--- src/hw/rtl/bacs_pkg.sv ---
`timescale 1ns / 1ps
// ----------------------------------------------------------------------------
// bacs_pkg: shared types and constants for the bcd alarm clock
// Time word layout, request and event codes, register indexes.
// ----------------------------------------------------------------------------
package bacs_pkg;

    localparam int TIME_W = 22;
    localparam int TPS_W  = 8;
    localparam int SNZ_W  = 8;
    localparam int CFG_IDX_W = 2;

    typedef logic [TIME_W-1:0] t_time;

    typedef enum logic [1:0] {
        REQ_TICK   = 2'd0,
        REQ_SET    = 2'd1,
        REQ_SNOOZE = 2'd2,
        REQ_CANCEL = 2'd3
    } t_req;

    typedef enum logic [1:0] {
        EV_NONE = 2'd0,
        EV_RING = 2'd1,
        EV_STOP = 2'd2
    } t_event;

    localparam logic [CFG_IDX_W-1:0] CFG_TPS    = 2'd0;
    localparam logic [CFG_IDX_W-1:0] CFG_ALARM  = 2'd1;
    localparam logic [CFG_IDX_W-1:0] CFG_ENABLE = 2'd2;

    // digit roll-over limits
    localparam int DEC_LIMIT  = 10;
    localparam int SEX_LIMIT  = 6;
    localparam int HT_WRAP    = 2;
    localparam int HU_WRAP    = 4;
    localparam int MIN_PER_HR = 60;
    localparam int HR_PER_DAY = 24;

    localparam logic [TPS_W-1:0] TPS_RESET = 8'd1;

endpackage

--- src/hw/rtl/bacs_sec_adv.sv ---
`timescale 1ns / 1ps
// ----------------------------------------------------------------------------
// bacs_sec_adv: one-second advance of a packed bcd time
// Ripple of digit carries with a wrap at 24:00, no digit checking.
// ----------------------------------------------------------------------------
module bacs_sec_adv
    import bacs_pkg::*;
(
    input  t_time i_time,
    output t_time o_time
);

    logic [4:0] su, st, mu, mt, hu;
    logic [3:0] su_n, st_n, mu_n, mt_n, hu_n, hu_w;
    logic [2:0] ht;
    logic [1:0] ht_w;
    logic       c0, c1, c2, c3, c4, wrap;

    always_comb begin
        su   = {1'b0, i_time[3:0]} + 5'd1;
        c0   = (su >= 5'(DEC_LIMIT));
        su_n = c0 ? 4'd0 : su[3:0];

        st   = {1'b0, i_time[7:4]} + {4'd0, c0};
        c1   = (st >= 5'(SEX_LIMIT));
        st_n = c1 ? 4'd0 : st[3:0];

        mu   = {1'b0, i_time[11:8]} + {4'd0, c1};
        c2   = (mu >= 5'(DEC_LIMIT));
        mu_n = c2 ? 4'd0 : mu[3:0];

        mt   = {1'b0, i_time[15:12]} + {4'd0, c2};
        c3   = (mt >= 5'(SEX_LIMIT));
        mt_n = c3 ? 4'd0 : mt[3:0];

        hu   = {1'b0, i_time[19:16]} + {4'd0, c3};
        c4   = (hu >= 5'(DEC_LIMIT));
        hu_n = c4 ? 4'd0 : hu[3:0];

        // hour tens widened by one bit so a count of four still wraps
        ht   = {1'b0, i_time[21:20]} + {2'd0, c4};
        wrap = (ht >= 3'(HT_WRAP)) && (hu_n >= 4'(HU_WRAP));
        hu_w = wrap ? 4'd0 : hu_n;
        ht_w = wrap ? 2'd0 : ht[1:0];

        o_time = {ht_w, hu_w, mt_n, mu_n, st_n, su_n};
    end

endmodule

--- src/hw/rtl/bacs_snz_calc.sv ---
`timescale 1ns / 1ps
// ----------------------------------------------------------------------------
// bacs_snz_calc: snooze time from alarm time plus a minute count
// Minutes and hours are wrapped separately with small constant compares.
// ----------------------------------------------------------------------------
module bacs_snz_calc
    import bacs_pkg::*;
(
    input  t_time            i_alarm,
    input  logic [SNZ_W-1:0] i_minutes,
    output t_time            o_snz_time
);

    logic [5:0] hrs;      // up to 45 with bad digits
    logic [7:0] mins;     // up to 165 with bad digits
    logic [8:0] msum;     // up to 420
    logic [2:0] hcarry;
    logic [5:0] mrem;
    logic [5:0] hsum;
    logic [4:0] hmod;
    logic [2:0] mt;
    logic [1:0] ht;
    logic [5:0] mu_full;
    logic [4:0] hu_full;

    always_comb begin
        hrs  = 6'({4'd0, i_alarm[21:20]} * 6'(DEC_LIMIT)) + {2'd0, i_alarm[19:16]};
        mins = 8'({4'd0, i_alarm[15:12]} * 8'(DEC_LIMIT)) + {4'd0, i_alarm[11:8]};
        msum = {1'b0, mins} + {1'b0, i_minutes};

        // whole hours in the minute sum, at most seven
        hcarry = 3'd0;
        for (int k = 1; k <= 7; k++) begin
            if (msum >= 9'(k * MIN_PER_HR)) begin
                hcarry = 3'(k);
            end
        end
        mrem = 6'(msum - 9'({6'd0, hcarry} * 9'(MIN_PER_HR)));

        hsum = hrs + {3'd0, hcarry};
        if (hsum >= 6'(2 * HR_PER_DAY)) begin
            hmod = 5'(hsum - 6'(2 * HR_PER_DAY));
        end else if (hsum >= 6'(HR_PER_DAY)) begin
            hmod = 5'(hsum - 6'(HR_PER_DAY));
        end else begin
            hmod = hsum[4:0];
        end

        mt = 3'd0;
        for (int k = 1; k <= 5; k++) begin
            if (mrem >= 6'(k * DEC_LIMIT)) begin
                mt = 3'(k);
            end
        end
        mu_full = mrem - 6'({3'd0, mt} * 6'(DEC_LIMIT));

        ht = 2'd0;
        for (int k = 1; k <= 2; k++) begin
            if (hmod >= 5'(k * DEC_LIMIT)) begin
                ht = 2'(k);
            end
        end
        hu_full = hmod - 5'({3'd0, ht} * 5'(DEC_LIMIT));

        o_snz_time = {ht, hu_full[3:0], {1'b0, mt}, mu_full[3:0], i_alarm[7:0]};
    end

endmodule

--- src/hw/rtl/bcd_alarm_clock_with_snooze.sv ---
`timescale 1ns / 1ps
// ----------------------------------------------------------------------------
// bcd_alarm_clock_with_snooze: 24-hour packed bcd clock with alarm and snooze
//
// Request words (tick, set time, snooze, cancel) arrive on the input channel
// (i_in_valid / o_in_stall); one result word per request leaves on the
// output channel (o_out_valid / i_out_stall) with the time, the time-set
// flag, the alarm event and the snooze flag.
// A word is captured in the input register; when it advances, the clock
// state is updated and the result register loaded. Throughput is one word per
// cycle unless the receiver stalls; the whole update is a single pass of
// bcd carry and constant-compare logic between the two registers.
// When the receiver stalls, the result register holds; the input register
// takes one more word, then o_in_stall rises until the result drains.
// Registers are written through i_cfg_valid / o_cfg_ready (always ready),
// index 0 ticks per second, 1 alarm time, 2 alarm enable; write them only
// while no word is in flight.
// Reset (synchronous, active low) clears the time to 00:00:00, the
// prescaler, the time-set and snooze flags, and sets ticks per second to 1
// with the alarm at 00:00:00 and disabled.
// ----------------------------------------------------------------------------
module bcd_alarm_clock_with_snooze
    import bacs_pkg::*;
(
    input  logic                 i_clk,
    input  logic                 i_rst_n,

    input  logic                 i_in_valid,
    output logic                 o_in_stall,
    input  logic [1:0]           i_req_type,
    input  logic [TIME_W-1:0]    i_new_time,
    input  logic [SNZ_W-1:0]     i_snooze_minutes,

    output logic                 o_out_valid,
    input  logic                 i_out_stall,
    output logic [TIME_W-1:0]    o_time_now,
    output logic                 o_time_valid,
    output logic [1:0]           o_alarm_event,
    output logic                 o_snoozed,

    input  logic                 i_cfg_valid,
    output logic                 o_cfg_ready,
    input  logic [CFG_IDX_W-1:0] i_cfg_index,
    input  logic [TIME_W-1:0]    i_cfg_data
);

    // input register
    logic             r_in_valid;
    t_req             r_req;
    t_time            r_new_time;
    logic [SNZ_W-1:0] r_snz_min;

    // clock state
    t_time            r_clock, n_clock;
    logic [TPS_W-1:0] r_tick, n_tick;
    logic             r_time_set, n_time_set;
    logic             r_snz_pend, n_snz_pend;
    t_time            r_snz_time, n_snz_time;
    t_event           n_event;

    // configuration
    logic [TPS_W-1:0] r_tps;
    t_time            r_alarm;
    logic             r_alarm_en;

    // result register
    logic             r_out_valid;
    t_time            r_time_now;
    logic             r_time_valid;
    t_event           r_event;
    logic             r_snoozed;

    logic             in_acc;
    logic             adv;
    logic [TPS_W-1:0] tick_inc;
    t_time            adv_time;
    t_time            snz_calc;

    bacs_sec_adv u_sec_adv (
        .i_time (r_clock),
        .o_time (adv_time)
    );

    bacs_snz_calc u_snz_calc (
        .i_alarm    (r_alarm),
        .i_minutes  (r_snz_min),
        .o_snz_time (snz_calc)
    );

    assign adv        = r_in_valid && (!r_out_valid || !i_out_stall);
    assign o_in_stall = r_in_valid && r_out_valid && i_out_stall;
    assign in_acc     = i_in_valid && !o_in_stall;
    assign o_cfg_ready = 1'b1;

    assign o_out_valid   = r_out_valid;
    assign o_time_now    = r_time_now;
    assign o_time_valid  = r_time_valid;
    assign o_alarm_event = r_event;
    assign o_snoozed     = r_snoozed;

    always_comb begin
        n_clock    = r_clock;
        n_tick     = r_tick;
        n_time_set = r_time_set;
        n_snz_pend = r_snz_pend;
        n_snz_time = r_snz_time;
        n_event    = EV_NONE;
        tick_inc   = r_tick + TPS_W'(1);
        unique case (r_req)
            REQ_TICK: begin
                n_tick = tick_inc;
                if (tick_inc >= r_tps) begin
                    n_tick  = '0;
                    n_clock = adv_time;
                    // compare against the snooze time while one is pending
                    if (!r_snz_pend) begin
                        if (r_alarm_en && (adv_time == r_alarm)) begin
                            n_event = EV_RING;
                        end
                    end else if (r_alarm_en && (adv_time == r_snz_time)) begin
                        n_event    = EV_RING;
                        n_snz_pend = 1'b0;
                    end
                end
            end
            REQ_SET: begin
                n_clock    = r_new_time;
                n_time_set = 1'b1;
            end
            REQ_SNOOZE: begin
                n_snz_pend = 1'b1;
                n_snz_time = snz_calc;
            end
            REQ_CANCEL: begin
                n_event = EV_STOP;
            end
        endcase
    end

    always_ff @(posedge i_clk) begin
        if (!i_rst_n) begin
            r_in_valid <= 1'b0;
        end else if (in_acc) begin
            r_in_valid <= 1'b1;
        end else if (adv) begin
            r_in_valid <= 1'b0;
        end
    end

    always_ff @(posedge i_clk) begin
        if (in_acc) begin
            r_req      <= t_req'(i_req_type);
            r_new_time <= i_new_time;
            r_snz_min  <= i_snooze_minutes;
        end
    end

    always_ff @(posedge i_clk) begin
        if (!i_rst_n) begin
            r_clock    <= '0;
            r_tick     <= '0;
            r_time_set <= 1'b0;
            r_snz_pend <= 1'b0;
            r_snz_time <= '0;
        end else if (adv) begin
            r_clock    <= n_clock;
            r_tick     <= n_tick;
            r_time_set <= n_time_set;
            r_snz_pend <= n_snz_pend;
            r_snz_time <= n_snz_time;
        end
    end

    always_ff @(posedge i_clk) begin
        if (!i_rst_n) begin
            r_tps      <= TPS_RESET;
            r_alarm    <= '0;
            r_alarm_en <= 1'b0;
        end else if (i_cfg_valid && o_cfg_ready) begin
            unique case (i_cfg_index)
                CFG_TPS:    r_tps      <= i_cfg_data[TPS_W-1:0];
                CFG_ALARM:  r_alarm    <= i_cfg_data;
                CFG_ENABLE: r_alarm_en <= i_cfg_data[0];
                default: begin
                end
            endcase
        end
    end

    always_ff @(posedge i_clk) begin
        if (!i_rst_n) begin
            r_out_valid <= 1'b0;
        end else if (adv) begin
            r_out_valid <= 1'b1;
        end else if (!i_out_stall) begin
            r_out_valid <= 1'b0;
        end
    end

    always_ff @(posedge i_clk) begin
        if (adv) begin
            r_time_now   <= n_clock;
            r_time_valid <= n_time_set;
            r_event      <= n_event;
            r_snoozed    <= n_snz_pend;
        end
    end

endmodule
--- config.mk ---
export PLATFORM = sky130hd
export DESIGN_NAME = bcd_alarm_clock_with_snooze
export DESIGN_NICKNAME = d
export VERILOG_FILES = /design/src/hw/rtl/bacs_pkg.sv /design/src/hw/rtl/bacs_sec_adv.sv /design/src/hw/rtl/bacs_snz_calc.sv /design/src/hw/rtl/bcd_alarm_clock_with_snooze.sv
export SDC_FILE = /design/constraint.sdc
export NUM_CORES = 1
export LEC_CHECK = 0
export ABC_CLOCK_PERIOD_IN_PS = 12380
export BUFFER_PORTS_ARGS = -buffer_cell sky130_fd_sc_hd__buf_2
export CAP_MARGIN = 20
export CORE_AREA = 2 2 138 167
export DETAILED_ROUTE_END_ITERATION = 8
export DIE_AREA = 0 0 140 169
export SLEW_MARGIN = 25
export SYNTH_ARGS = -nofsm -noshare
export SYNTH_HDL_FRONTEND = slang
export SYNTH_SLANG_ARGS = --single-unit
--- constraint.sdc ---
create_clock -name i_clk -period 12.38 [get_ports i_clk]
set_input_delay 0.619 -clock i_clk [delete_from_list [all_inputs] [get_ports i_clk]]
set_output_delay 0.619 -clock i_clk [all_outputs]
set_load 0.1 [all_outputs]
## After elaboration in Yosys (flattened, before gate mapping)

Cells that the tools add are included.

| word-level totals | value |
|---|---|
| flip-flop bits (word level) | 144 |
| output and inout bits | 29 |
| logic and storage cells | 129 |
| input port bits | 61 |

| operators by class | value |
|---|---|
| multipliers | 5 |
| $add $sub $neg | 16 |
| reductions and logical operators | 19 |
| multiplexer cells | 40 |
| order comparisons | 24 |
| eq/ne operators | 8 |

Operators by type and width:

| cell | count |
|---|---|
| == test 22 bit | 2 |
| one-hot mux 22 bit (2 select lines) | 1 |
| >= comparator 9 bit (second input constant) | 3 |
| 2-to-1 mux 4 bit | 6 |
| 2-to-1 mux 22 bit | 1 |
| adder 4 x 1 -> 5 bit | 4 |
| >= comparator 5 x 4 -> 1 bit (second input constant) | 4 |
| >= comparator 6 x 5 -> 1 bit (second input constant) | 3 |
| >= comparator 6 bit (second input constant) | 3 |
| >= comparator 9 x 8 -> 1 bit (second input constant) | 2 |
| 2-to-1 mux 3 bit | 6 |
| 2-to-1 mux 2 bit | 8 |
| 2-to-1 mux 1 bit | 13 |
| >= comparator 5 x 3 -> 1 bit (second input constant) | 2 |
| 2-to-1 mux 5 bit | 2 |
| AND reduction 2 bit | 5 |
| subtractor 5 bit (second input constant) | 2 |
| adder 8 x 8 -> 9 bit | 1 |
| >= comparator 9 x 6 -> 1 bit (second input constant) | 1 |
| >= comparator 9 x 7 -> 1 bit (second input constant) | 1 |
| adder 8 x 1 -> 8 bit (second input constant) | 1 |
| adder 8 x 4 -> 8 bit | 1 |
| >= comparator 8 bit | 1 |
| 2-to-1 mux 8 bit | 1 |
| other kinds (25) | 38 |

## Longest topological paths before layout

| depth | value |
|---|---|
| depth in word-level cells | 21 |
| depth in mapped cells | 40 |
| depth with buffers taken out | 36 |

## Cells and area by module

A second synthesis with hierarchy kept.

| unflattened totals | value |
|---|---|
| cell total of the unflattened synthesis | 1000 |
| area, all modules | 9185.1 sq um |

By module, submodules not included:

| module | times used | cells an instance | area each (sq um) | sequential area each (sq um) |
|---|---|---|---|---|
| bcd_alarm_clock_with_snooze | 1 | 665 | 6558.8 | 3483.3 |
| bacs_snz_calc | 1 | 223 | 1825.5 | 0.0 |
| bacs_sec_adv | 1 | 112 | 800.8 | 0.0 |

## Worst setup path before layout

Ideal clock, no wire load.

| path | value |
|---|---|
| path kind | reg2reg |
| start | register r_clock[1] |
| end | register r_snoozed (netlist: o_snoozed) (data pin) |
| library setup time | 0.265 ns |
| data arrival time | 8.325 ns |
| slack | 3.790 ns |
| clock period less this slack | 8.590 ns |
| cell stages (with the launch flop) | 39 |
| data required time | 12.115 ns |
| path buffers | 4 |
| cells stage by stage | dfxtp_1 clkbuf_1 inv_1 ha_1 or3b_2 a21oi_1 a211oi_1 ha_1 ha_1 nand4bb_1 o221ai_1 inv_1 ha_1 ha_1 clkbuf_1 nand2b_1 a31oi_1 nor3_1 [... 3 more ...] a31oi_1 ha_1 ha_1 clkbuf_1 nand2b_1 a21oi_1 a311oi_1 ha_1 inv_1 ha_1 clkbuf_1 inv_1 o21ai_0 or3_1 a211o_1 or4_1 nor4b_1 o21bai_1 |

| between the ends | value |
|---|---|
| word-level cells in the longest chain between the ends | 20 |
| elaborated cells between the ends (all ways) | 27 |
| those cells by class | add/sub (6); order compare (7); eq/ne (1); mux (11); reduce/logical (2) |

RTL lines:

| what | RTL line | text |
|---|---|---|
| start, declared | bcd_alarm_clock_with_snooze.sv:54 | `t_time r_clock, n_clock;` |
| start signal, assigned | bcd_alarm_clock_with_snooze.sv:166 | `r_clock <= n_clock;` |
| adder 4 x 1 -> 5 bit * | bacs_sec_adv.sv:20 | `su = {1'b0, i_time[3:0]} + 5'd1;` |
| >= comparator 5 x 4 -> 1 bit | bacs_sec_adv.sv:21 | `c0 = (su >= 5'(DEC_LIMIT));` |
| adder 4 x 1 -> 5 bit | bacs_sec_adv.sv:24 | `st = {1'b0, i_time[7:4]} + {4'd0, c0};` |
| >= comparator 5 x 3 -> 1 bit | bacs_sec_adv.sv:25 | `c1 = (st >= 5'(SEX_LIMIT));` |
| adder 4 x 1 -> 5 bit | bacs_sec_adv.sv:28 | `mu = {1'b0, i_time[11:8]} + {4'd0, c1};` |
| >= comparator 5 x 4 -> 1 bit | bacs_sec_adv.sv:29 | `c2 = (mu >= 5'(DEC_LIMIT));` |
| adder 4 x 1 -> 5 bit | bacs_sec_adv.sv:32 | `mt = {1'b0, i_time[15:12]} + {4'd0, c2};` |
| >= comparator 5 x 3 -> 1 bit | bacs_sec_adv.sv:33 | `c3 = (mt >= 5'(SEX_LIMIT));` |
| [... 5 more ...] | - |  |
| 2-to-1 mux 4 bit or 2-to-1 mux 2 bit (tied branches) | bacs_sec_adv.sv:43, bacs_sec_adv.sv:44 |  |
| == test 22 bit * | bcd_alarm_clock_with_snooze.sv:120 | `end else if (r_alarm_en && (adv_time == r_snz_time)) begin` |
| logical AND 1 bit * | bcd_alarm_clock_with_snooze.sv:120 |  |
| 2-to-1 mux 1 bit * | bcd_alarm_clock_with_snooze.sv:120 |  |
| 2-to-1 mux 1 bit * | bcd_alarm_clock_with_snooze.sv:116 | `if (!r_snz_pend) begin` |
| 2-to-1 mux 1 bit * | bcd_alarm_clock_with_snooze.sv:112 | `if (tick_inc >= r_tps) begin` |
| one-hot mux 1 bit (2 select lines) * | bcd_alarm_clock_with_snooze.sv:109 | `unique case (r_req)` |
| net n_snz_pend | bcd_alarm_clock_with_snooze.sv:57 | `logic r_snz_pend, n_snz_pend;` |
| end signal, assigned | bcd_alarm_clock_with_snooze.sv:205 | `r_snoozed <= n_snz_pend;` |
| end, declared | bcd_alarm_clock_with_snooze.sv:71 | `logic r_snoozed;` |

Mark *: on every way through the listed nets, which the timed path passes. The rest lies on a longest branch.
A chain may end at the register's enable or synchronous reset.

## Worst setup path in the final report

Same ends and word-level chain as after synthesis.

==> results by group <==
Clocking
  • Inserted Clock Buffers: 17
  • CTS tree: done
  • Setup bufs post-CTS: 0
  • PostCTS Resize Cnt: 0
  • Clock Tree Buf Depth: 2
  • Hold_buf cts: 0
  • H-tree depth: 4
  • Root buffer cell: clkbuf_16
  • Clk slew on worst S/H paths: 60 ps
  • Clk Latency, worst-skew pair: 440 ps
  • CTS sink count: 144

Floorplan
  • Row cnt: 60
  • IO Count: 90
  • Die height: 169 um
  • Initial core utilization: 39.5%
  • Core outline area: 22100 um^2
  • Full die area: 23700 um^2
  • Die W: 140 um

Layout
  • # nets final: 1155
  • Diode count: 0
  • Final instance area: 10000 um^2
  • Area growth syn-to-layout: 14.7%
  • Layout Utilization: 45.3%
  • Fraction of layout cells with a size suffix above 1: 14.7%
  • Most common cell after layout, fill and taps aside: nor2_1
  • Fillers: 2183
  • Commonest non-fill, non-tap cells in the layout: 100 x nor2_1, 98 x nand2_1, 88 x buf_2

Run status
  • Failing checks: design-rule violations
  • Status: complete, but fails checks

STA
  • Min Clock Period, post-route: 9540 ps
  • Max Freq: 105 MHz
  • Final Slew Violations: 0
  • RSZ-0062 raised after global routing: no
  • Slew margin rel.: 34.6%
  • Setup-failing EPs final: 0
  • Slew @ Worst Pin: 978 ps
  • Period utilization: 77.1%
  • Setup TNS: 0 ps
  • Final hold vios: 0
  • Clock Skews: 14.3 ps
  • Fin worst setup slack: 2840 ps

Place
  • Place WS: 2960 ps
  • # port buffers: 88
  • RD Place Congestion: 0.948
  • Placed wire-length estimate: 16.3 mm
  • DP Area: 9410 um^2

Worst setup path
  • CP Max Fanout: 12
  • CP peak stage delay: 620 ps
  • CP endpoint kind: flip-flop
  • Critical path's most frequent cell: ha_1
  • Startpoint types: flip-flop
  • Worst path required time: 12550 ps
  • Slowest stage cell, crit path: o31ai_1
  • Data arrival, critical path: 9710 ps
  • Setup Crit Path Kind: flip-flop to flip-flop

Synth
  • Mapped Cells: 966
  • Post-synth EDFFs: 58
  • Mapped Nets: 1091
  • Unique masters post-synth: 78
  • Mean post-synth cell area: 9.05 um^2
  • Seq/Total Area, Yosys: 39.6%
  • Ys flop type: dfxtp_1
  • Yosys reg bits: 144
  • Ys async rst share: 0%
  • Synth Warn #: 0
  • Mapped Area: 8740 um^2

GRT
  • Global-route wire length before repair: 35.5 mm
  • Total track usage: 18.9%
  • GR Overflow Total: 0
  • Vias in the first global route: 6867
  • Initial antenna violation count: 1
  • Largest net degree at the start of global routing: 76

Job
  • Max Cap Viol: 0

Hold path
  • Hold WC Path Type: input port to flip-flop

Routing
  • Drt pass-1 iters: 9
  • Starting DRT DRC Count: 566
  • Routed Antenna Nets: 0
  • Met2 WL post-DR: 10.8 mm
  • Routed via count: 7162
  • Vias/cell: 5.42
  • Final wirelength: 22.0 mm
  • DRC: 7
  • Met3 WL: 637 um
  • DRT met1 WL: 10.1 mm
  • Wirelength per Cell: 16.6 um
  • Top sig layer: met5

Pwr
  • Power per cell area: 150 nW/um^2
  • LEAKAGE: 4.11 nW
  • Worst vdd ir: 75.7 uV
  • Final total power: 1.51 mW
==> synth_stat cells, types with 7 or more instances <==
master / n / share of area [%]
nand2b_1: 14 / 1.0
nor3b_1: 10 / 0.86
nor3_1: 19 / 1.1
a31oi_1: 13 / 0.93
inv_1: 53 / 2.3
dfxtp_1: 86 / 20
fa_1: 10 / 2.3
nand4_1: 7 / 0.50
nor2_1: 100 / 4.3
or3_1: 7 / 0.50
a21o_1: 11 / 0.95
a211oi_1: 26 / 2.2
and3_1: 9 / 0.64
nand3_1: 17 / 0.97
nand2_1: 98 / 4.2
edfxtp_1: 58 / 20
ha_1: 54 / 7.7
o21ai_0: 22 / 1.3
clkbuf_1: 45 / 1.9
a21oi_1: 86 / 4.9
xor2_1: 19 / 1.9
nand3b_1: 10 / 0.86
xnor2_1: 30 / 3.0
nor2b_1: 12 / 0.86
a221oi_1: 12 / 1.2
==> registers in the layout, summed over array words and instances, names as in the netlist <==
name           flops
o_time_now        22
r_snz_time        21
r_time_set         1
r_tick             8
r_alarm           22
r_req              2
o_out_valid        1
o_snoozed          1
r_tps              8
r_new_time        22
r_clock           22
r_snz_pend         1
r_snz_min          8
r_alarm_en         1
o_time_valid       1
o_alarm_event      2
r_in_valid         1
==> critical path: cells and delay by family, from the launching register on <==
| kind | cells | cell delay [ps] |
|---|---|---|
| simple gates | 9 | 2410 |
| xor+xnor | 1 | 140 |
| compound gates | 10 | 2320 |
| fa+ha+maj | 11 | 3670 |
| buf+inv | 3 | 230 |
| flops | 1 | 480 |
==> layout make-up <==
cell class	instances	area [um^2]	area share, %
Multi-Input combinational cell	722	4930	49.1
Clock buffer	24	557	5.55
Clock inverter	8	58.8	0.587
Timing Repair Buffer	92	470	4.69
Sequential cell	144	3460	34.6
Inverter	53	199	1.98
Tap cell	279	349	3.48
==> power breakdown <==
group | total [mW] | switching [mW] | internal, mW
Sequential | 0.541 | 0.0214 | 0.520
Clock | 0.527 | 0.210 | 0.317
Combinational | 0.438 | 0.264 | 0.174
==> kinds of logic (layout without fill, tap and decap cells) <==
kind of cell    count (synthesis)  after routing  share of synthesized area (%)
fa+ha+maj                      64             64                           10.0
buf+inv                       100            177                           4.34
xor+xnor                       51             51                           5.44
other cells                     1              1                         0.0429
simple gates                  341            341                           19.3
mux                            10             10                           1.25
flops                         144            144                           39.6
compound gates                255            255                           20.0
==> final timing paths <==
| check | from | depth (start not counted) | slack (ps) | end |
|---|---|---|---|---|
| worst max-delay path | r_clock[1]$_SDFFE_PN0P_ | 34 | 2840 | o_snoozed$_DFFE_PP_ |
| worst min-delay path | i_new_time[1] | 1 | 350 | r_new_time[1]$_DFFE_PP_ |
| worst max register to register | r_clock[1]$_SDFFE_PN0P_ | 34 | 2840 | o_snoozed$_DFFE_PP_ |
| worst min register to register | r_time_set$_SDFFE_PN0P_ | 2 | 460 | r_time_set$_SDFFE_PN0P_ |
==> metrics by stage <==
stage	hold WS [ps]	cells
final	353	1322
after global routing	340	1322
after CTS	340	1322
after floorplan	429	966
after global placement	442	1290
after detailed placement	448	1290
==> routing by layer <==
layer  up-vias  global-route usage (%)
met5         -                       0
li1       3625                       -
met1      3381                    23.9
met4         2                    7.11
met3        32                    3.11
met2       122                    32.6
Power figures use the tool's default switching activity.
